**src/twc_pkg.sv**
```systemverilog
// twc_pkg: sizes, channel widths and controller/datapath interface types
// for the trie word counter. No dependencies.
`timescale 1ns / 1ps
`default_nettype none

package twc_pkg;

  localparam int NODE_COUNT = 4096;
  localparam int COUNT_BITS = 16;
  localparam int ALPHABET   = 26;

  localparam int NODE_W   = $clog2(NODE_COUNT);
  localparam int LETTER_W = 5;
  localparam int SLOT_W   = $clog2(NODE_COUNT * ALPHABET);
  localparam int STATUS_W = 2;

  localparam int IN_DATA_W  = ((LETTER_W + 7) / 8) * 8;
  localparam int OUT_DATA_W = ((NODE_W + COUNT_BITS + 7) / 8) * 8;

  localparam logic [STATUS_W-1:0] ST_COUNTED   = 2'd0;
  localparam logic [STATUS_W-1:0] ST_DROPPED   = 2'd1;
  localparam logic [STATUS_W-1:0] ST_SATURATED = 2'd2;

  // controller -> datapath
  typedef struct packed {
    logic accept;    // latch request fields
    logic rd_link;   // read child link for (cursor, letter)
    logic rd_rec;    // read node record of the link target
    logic resolve;   // follow, allocate or start dropping
    logic rd_cnt;    // read word count of cursor node
    logic upd_cnt;   // increment and write back count
    logic load_out;  // move result into output register
    logic clr_word;  // back to root, end of word
  } twc_cmd_t;

  // datapath -> controller
  typedef struct packed {
    logic walk_ok;   // incoming letter is walked: valid code, word not dropped
    logic word_end;  // latched end-of-word flag
    logic out_free;  // output register can take a result
  } twc_sts_t;

endpackage

`default_nettype wire

```
**src/twc_ctrl.sv**
```systemverilog
// twc_ctrl: sequencer for the trie walk, count update and result hand-off.
// Depends on twc_pkg.
`timescale 1ns / 1ps
`default_nettype none

module twc_ctrl
  import twc_pkg::*;
(
  input  wire logic     clk,
  input  wire logic     rst_n,
  input  wire logic     in_tvalid,
  input  wire logic     in_tlast,
  output logic          in_tready,
  input  wire twc_sts_t sts,
  output twc_cmd_t      cmd
);

  typedef enum logic [5:0] {
    S_IDLE  = 6'b000001,
    S_LINK  = 6'b000010,
    S_CHECK = 6'b000100,
    S_CNT   = 6'b001000,
    S_INC   = 6'b010000,
    S_EMIT  = 6'b100000
  } state_t;

  state_t state_r, state_nxt;

  always_ff @(posedge clk) begin
    if (!rst_n) begin
      state_r <= S_IDLE;
    end else begin
      state_r <= state_nxt;
    end
  end

  always_comb begin
    state_nxt = state_r;
    cmd       = '0;
    in_tready = 1'b0;
    case (state_r)
      S_IDLE: begin
        in_tready = 1'b1;
        if (in_tvalid) begin
          cmd.accept = 1'b1;
          if (sts.walk_ok) begin
            cmd.rd_link = 1'b1;
            state_nxt   = S_LINK;
          end else if (in_tlast) begin
            state_nxt = S_CNT;
          end
        end
      end
      S_LINK: begin
        cmd.rd_rec = 1'b1;
        state_nxt  = S_CHECK;
      end
      S_CHECK: begin
        cmd.resolve = 1'b1;
        state_nxt   = sts.word_end ? S_CNT : S_IDLE;
      end
      S_CNT: begin
        cmd.rd_cnt = 1'b1;
        state_nxt  = S_INC;
      end
      S_INC: begin
        cmd.upd_cnt = 1'b1;
        state_nxt   = S_EMIT;
      end
      S_EMIT: begin
        if (sts.out_free) begin
          cmd.load_out = 1'b1;
          cmd.clr_word = 1'b1;
          state_nxt    = S_IDLE;
        end
      end
      default: begin
        state_nxt = S_IDLE;
      end
    endcase
  end

endmodule

`default_nettype wire

```
**config.mk**
```make
export PLATFORM = sky130hd
export DESIGN_NAME = twc_ctrl
export DESIGN_NICKNAME = d
export VERILOG_FILES = /design/src/twc_pkg.sv /design/src/twc_ctrl.sv
export SDC_FILE = /design/constraint.sdc
export NUM_CORES = 1
export LEC_CHECK = 0
export BUFFER_PORTS_ARGS = -buffer_cell sky130_fd_sc_hd__buf_2
export CORE_AREA = 2 2 39 41
export DETAILED_ROUTE_END_ITERATION = 10
export DIE_AREA = 0 0 41 43
export GPL_TIMING_DRIVEN = 0
export MAX_ROUTING_LAYER = met4
export PLACE_DENSITY = 0.53
export SYNTH_ARGS = -nofsm -noshare
export SYNTH_HDL_FRONTEND = slang
export SYNTH_SLANG_ARGS = --single-unit
```
**constraint.sdc**
```tcl
create_clock -name clk -period 1.6 [get_ports clk]
set_clock_uncertainty 0.05 [all_clocks]
set_input_delay 0.32 -clock clk [delete_from_list [all_inputs] [get_ports clk]]
set_output_delay 0.32 -clock clk [all_outputs]
set_load 0.02 [all_outputs]
```
* Yosys cells after proc, flatten, opt, wreduce, memory -nomap -nowiden *
Cells that the tools add are included.

storage, ports and cells
  output and inout port bits = 9
  word-level logic and storage cells = 27
  register bits = 6
  input bits = 7

operators by class
  multiplexer cells = 16
  equality and inequality tests = 9
  reduce and logical (&&, ||, !) cells = 1

operators by type and width
  kind                  number
  $pmux W6 S6           1
  $mux W6               4
  $mux W2               4
  $eq A6 B1 Y1 const B  1
  $eq A6 B2 Y1 const B  1
  $eq A6 B3 Y1 const B  1
  $eq A6 B4 Y1 const B  1
  $eq A6 B5 Y1 const B  1
  $eq A6 B6 Y1 const B  1
  $mux W1               6
  $mux W4               1
  $ne A2 B2 Y1 const B  2
  $ne A3 B3 Y1 const B  1
  $reduce_and A3 Y1     1

* Logic depth before layout (Yosys ltp) *
  depth after elaboration = 4
  gate-level depth with buffers = 6
  mapped depth without buffers = 4

* Least setup slack after synthesis *
OpenSTA, ideal clock, no wires.

  path kind = register -> output
  from = register state_r[3]
  to = output port cmd[1] in the netlist's numbering
  data arrival time = 1.921 ns
  path slack = -0.691 ns
  data required time = 1.230 ns
  stages on the path, launching flop included = 5
  buffers on the path = 2
  path through = dfxtp_1 -> buf_6 -> or4_1 -> nor4_1 -> buf_4

RTL lines
  item                    RTL line        text
  start, declared         twc_ctrl.sv:27  state_t state_r, state_nxt;
  start signal, assigned  twc_ctrl.sv:33  state_r <= state_nxt;
  end, declared           twc_ctrl.sv:15  output twc_cmd_t cmd

==> results by group <==
Status
  • Status: complete, but fails checks
  • Failing checks: setup timing

Critical path
  • Flop-to-flop setup slack: 20 ps
  • Worst path cell trace: or4_4 > nor4_4 > buf_4 > buf_6
  • Crit path from: state_r[1]
  • Worst r2r src: state_r[1]
  • Crit Path Class: reg -> out
  • CP max stage delay: 550 ps
  • Data required, critical path: 1230 ps
  • Critical Path Sink Type: output port
  • Worst setup SP type: flop
  • Crit-path slowest cell: or4_4
  • Crit path DAT: 1550 ps
  • Crit Path Max Fanout: 6

Logic synthesis
  • Post-synth ARST share: 0%
  • Ys flop type: dfxtp_1
  • Share of the synthesized area in the top cell type: 29.09%
  • Cell accounting for the most synthesized area: dfxtp_1
  • Sequential share of the synthesized area: 29.09%
  • Syn_nets: 52
  • Synth Instances: 45
  • Leading cell type by number of instances after synthesis: dfxtp_1
  • Synthesis-stage register bit count: 6
  • Commonest cells post-synth: dfxtp_1 (6), and2_1 (3), inv_1 (3), o21ai_0 (3)
  • Cell area after synthesis: 412.9 um2
  • Synth top area cells: dfxtp_1 (29%), nor3b_2 (6.1%), and2_1 (4.5%)
  • Mean Syn Cell Area: 9.175 um2
  • Synth warnings: 0
  • Cell variety after synth: 26
  • Number of synthesized flops with an enable pin: 0

Floorplanning
  • Initial Util: 29.84%
  • Die H: 43 um
  • Rows: 14
  • Die width: 41 um
  • CORE AREA: 0.001384 mm2
  • # IOs: 16
  • Die area: 0.001763 mm2

Routing
  • Routed Antenna Nets: 0
  • Iter 0 DRT Violations: 8
  • # DRC: 0
  • Routed len/inst: 12.30 um
  • TritonRoute pass-1 iters: 4
  • WL final: 1.095 mm
  • Vias/cell: 5.067
  • DR vias: 451

Place
  • # port buffers: 15
  • Place WS: -151.6 ps
  • Hpwl dp: 714.9 um
  • Placed Cells incl. Taps: 76
  • Gpl congestion: 0.7117

Clock tree
  • Worst-path clk slew: 40 ps
  • Num CTS Buffers: 3
  • Clock sink count: 6
  • CTS tree: yes
  • Clock latency on the worst-skew pair: 240 ps
  • Max Root-Sink Buffers: 2
  • H-tree Lvls: 1
  • CTS root buf: clkbuf_4

Flow run
  • Maximum capacitance violations: 0

Global routing
  • Number of global-route vias before repair: 405
  • Initial antenna violation count: 0
  • Largest net degree at the start of global routing: 11
  • Gr ovfl total: 0
  • First-pass GRT wire length: 1.731 mm
  • GRT Overall Usage: 14.83%

Worst hold path
  • HP Class: in -> reg
  • Hold Path Origin: rst_n

Power
  • Comb power frac: 45.2%
  • Clock network power share: 24.4%
  • Power per standard cell area: 778.0 mW/mm2
  • Leakage power: 0.0003132 uW
  • Internal: 384.6 uW
  • VDD IR max: 0.5917 mV
  • Switching pwr: 178.0 uW
  • Seq pwr share: 30.4%
  • Sw frac: 31.64%

STA
  • Worst Slack Setup Final: -319.0 ps
  • Tmin final: 1919 ps
  • Final hold violation count: 0
  • Headroom to the max-slew limit: 72.39%
  • Fmax: 521.1 MHz
  • Worst-Margin Slew: 408.4 ps
  • Final setup viols: 9
  • Final Slew Violations: 0
  • RSZ-0062 raised after global routing: true
  • Final period util: 119.9%

Layout
  • Nets: 82
  • Non-filler instance count after layout: 89
  • Biggest register: state_r
  • Share of layout cells above drive strength 1: 67.12%
  • Area Growth Syn to Fin: 75.15%
  • Number of diodes: 0
  • Biggest regs: state_r (6)
  • Max reg flops: 6
[routing by layer]
metal | GRT usage (%) | vias up | routed length, um | part of all wire, %
met5 | - | - | 0 | 0
met4 | 10.00 | 0 | 0 | 0
met3 | 1.571 | 0 | 48 | 4.4
met2 | 21.88 | 14 | 631 | 58
met1 | 18.06 | 210 | 415 | 38
li1 | - | 227 | - | -
[worst paths after layout]
path,endpoint,cells past startpoint
max reg2reg,state_r[3],5
min reg2reg,state_r[2],1
max,cmd[1],4
min,state_r[5],2
[power groups by stage]
stage	Clock [uW]	Sequential [uW]	Combinational, uW
6_report	137	171	255
5_1_grt	148	173	275
4_1_cts	143	172	173
3_5_place_dp	0	169	168
3_3_place_gp	0	169	168
2_1_floorplan	0	167	128
[per-stage QoR]
step	utilization (%)	power, uW	setup TNS, ps	hold slack [ps]	cell area [um2]
5_1_grt	52.26	596.7	-2956	324.2	723.2
3_5_place_dp	38.70	336.5	-685.5	502.9	535.5
3_3_place_gp	38.70	337.2	-724.2	527.4	535.5
4_1_cts	45.84	488.0	-2588	303.4	634.4
6_report	52.26	562.6	-2280	311.9	723.2
2_1_floorplan	-	294.8	-409.7	382.8	440.4
[placed cells by master, fill, tap and decap left out, types with 2 or more instances in the layout]
master	synthesis	routed
buf_6	1	8
o21ai_0	3	3
nor4_4	0	2
dfxtp_2	0	2
buf_2	2	9
clkbuf_4	0	3
inv_1	3	3
dfxtp_4	0	3
and2_1	3	2
or4_4	0	2
nor4b_1	2	2
nor3b_1	2	2
a22oi_1	2	2
buf_4	1	12
[layout make-up]
cell class	count	area (um2)
multi-input cells	32	310.3
repair buffers	26	201.4
inverters	3	11.26
plain buffers	3	23.77
flip-flops and latches	6	133.9
well taps	16	20.02
fillers	126	660.6
clock buffers	3	22.52
[critical path, delay by kind of cell, from the launching register on]
kind / cells / cell delay, ps
simple gates: 2 / 700
flops: 1 / 350
buf+inv: 2 / 250
[timing repair]
action / in CTS / in global routing
setup endpoints to repair: 9 / 11
hold buffers: 0 / 0
pin swaps: 1 / 8
setup buffers: 6 / 8
resized for setup: 15 / 14
hold endpoints to repair: 0 / 0
[cell families after synthesis]
kind of cell	after synthesis	synth area share [%]
DFF	6	29.09
muxes	1	2.424
and+or+nand+nor	19	37.87
xor gates and xnor gates	1	2.122
buffers and inverters	7	9.697
AOI/OAI and AO/OA	11	18.79
Note: power is estimated with default switching activity, not from simulation.
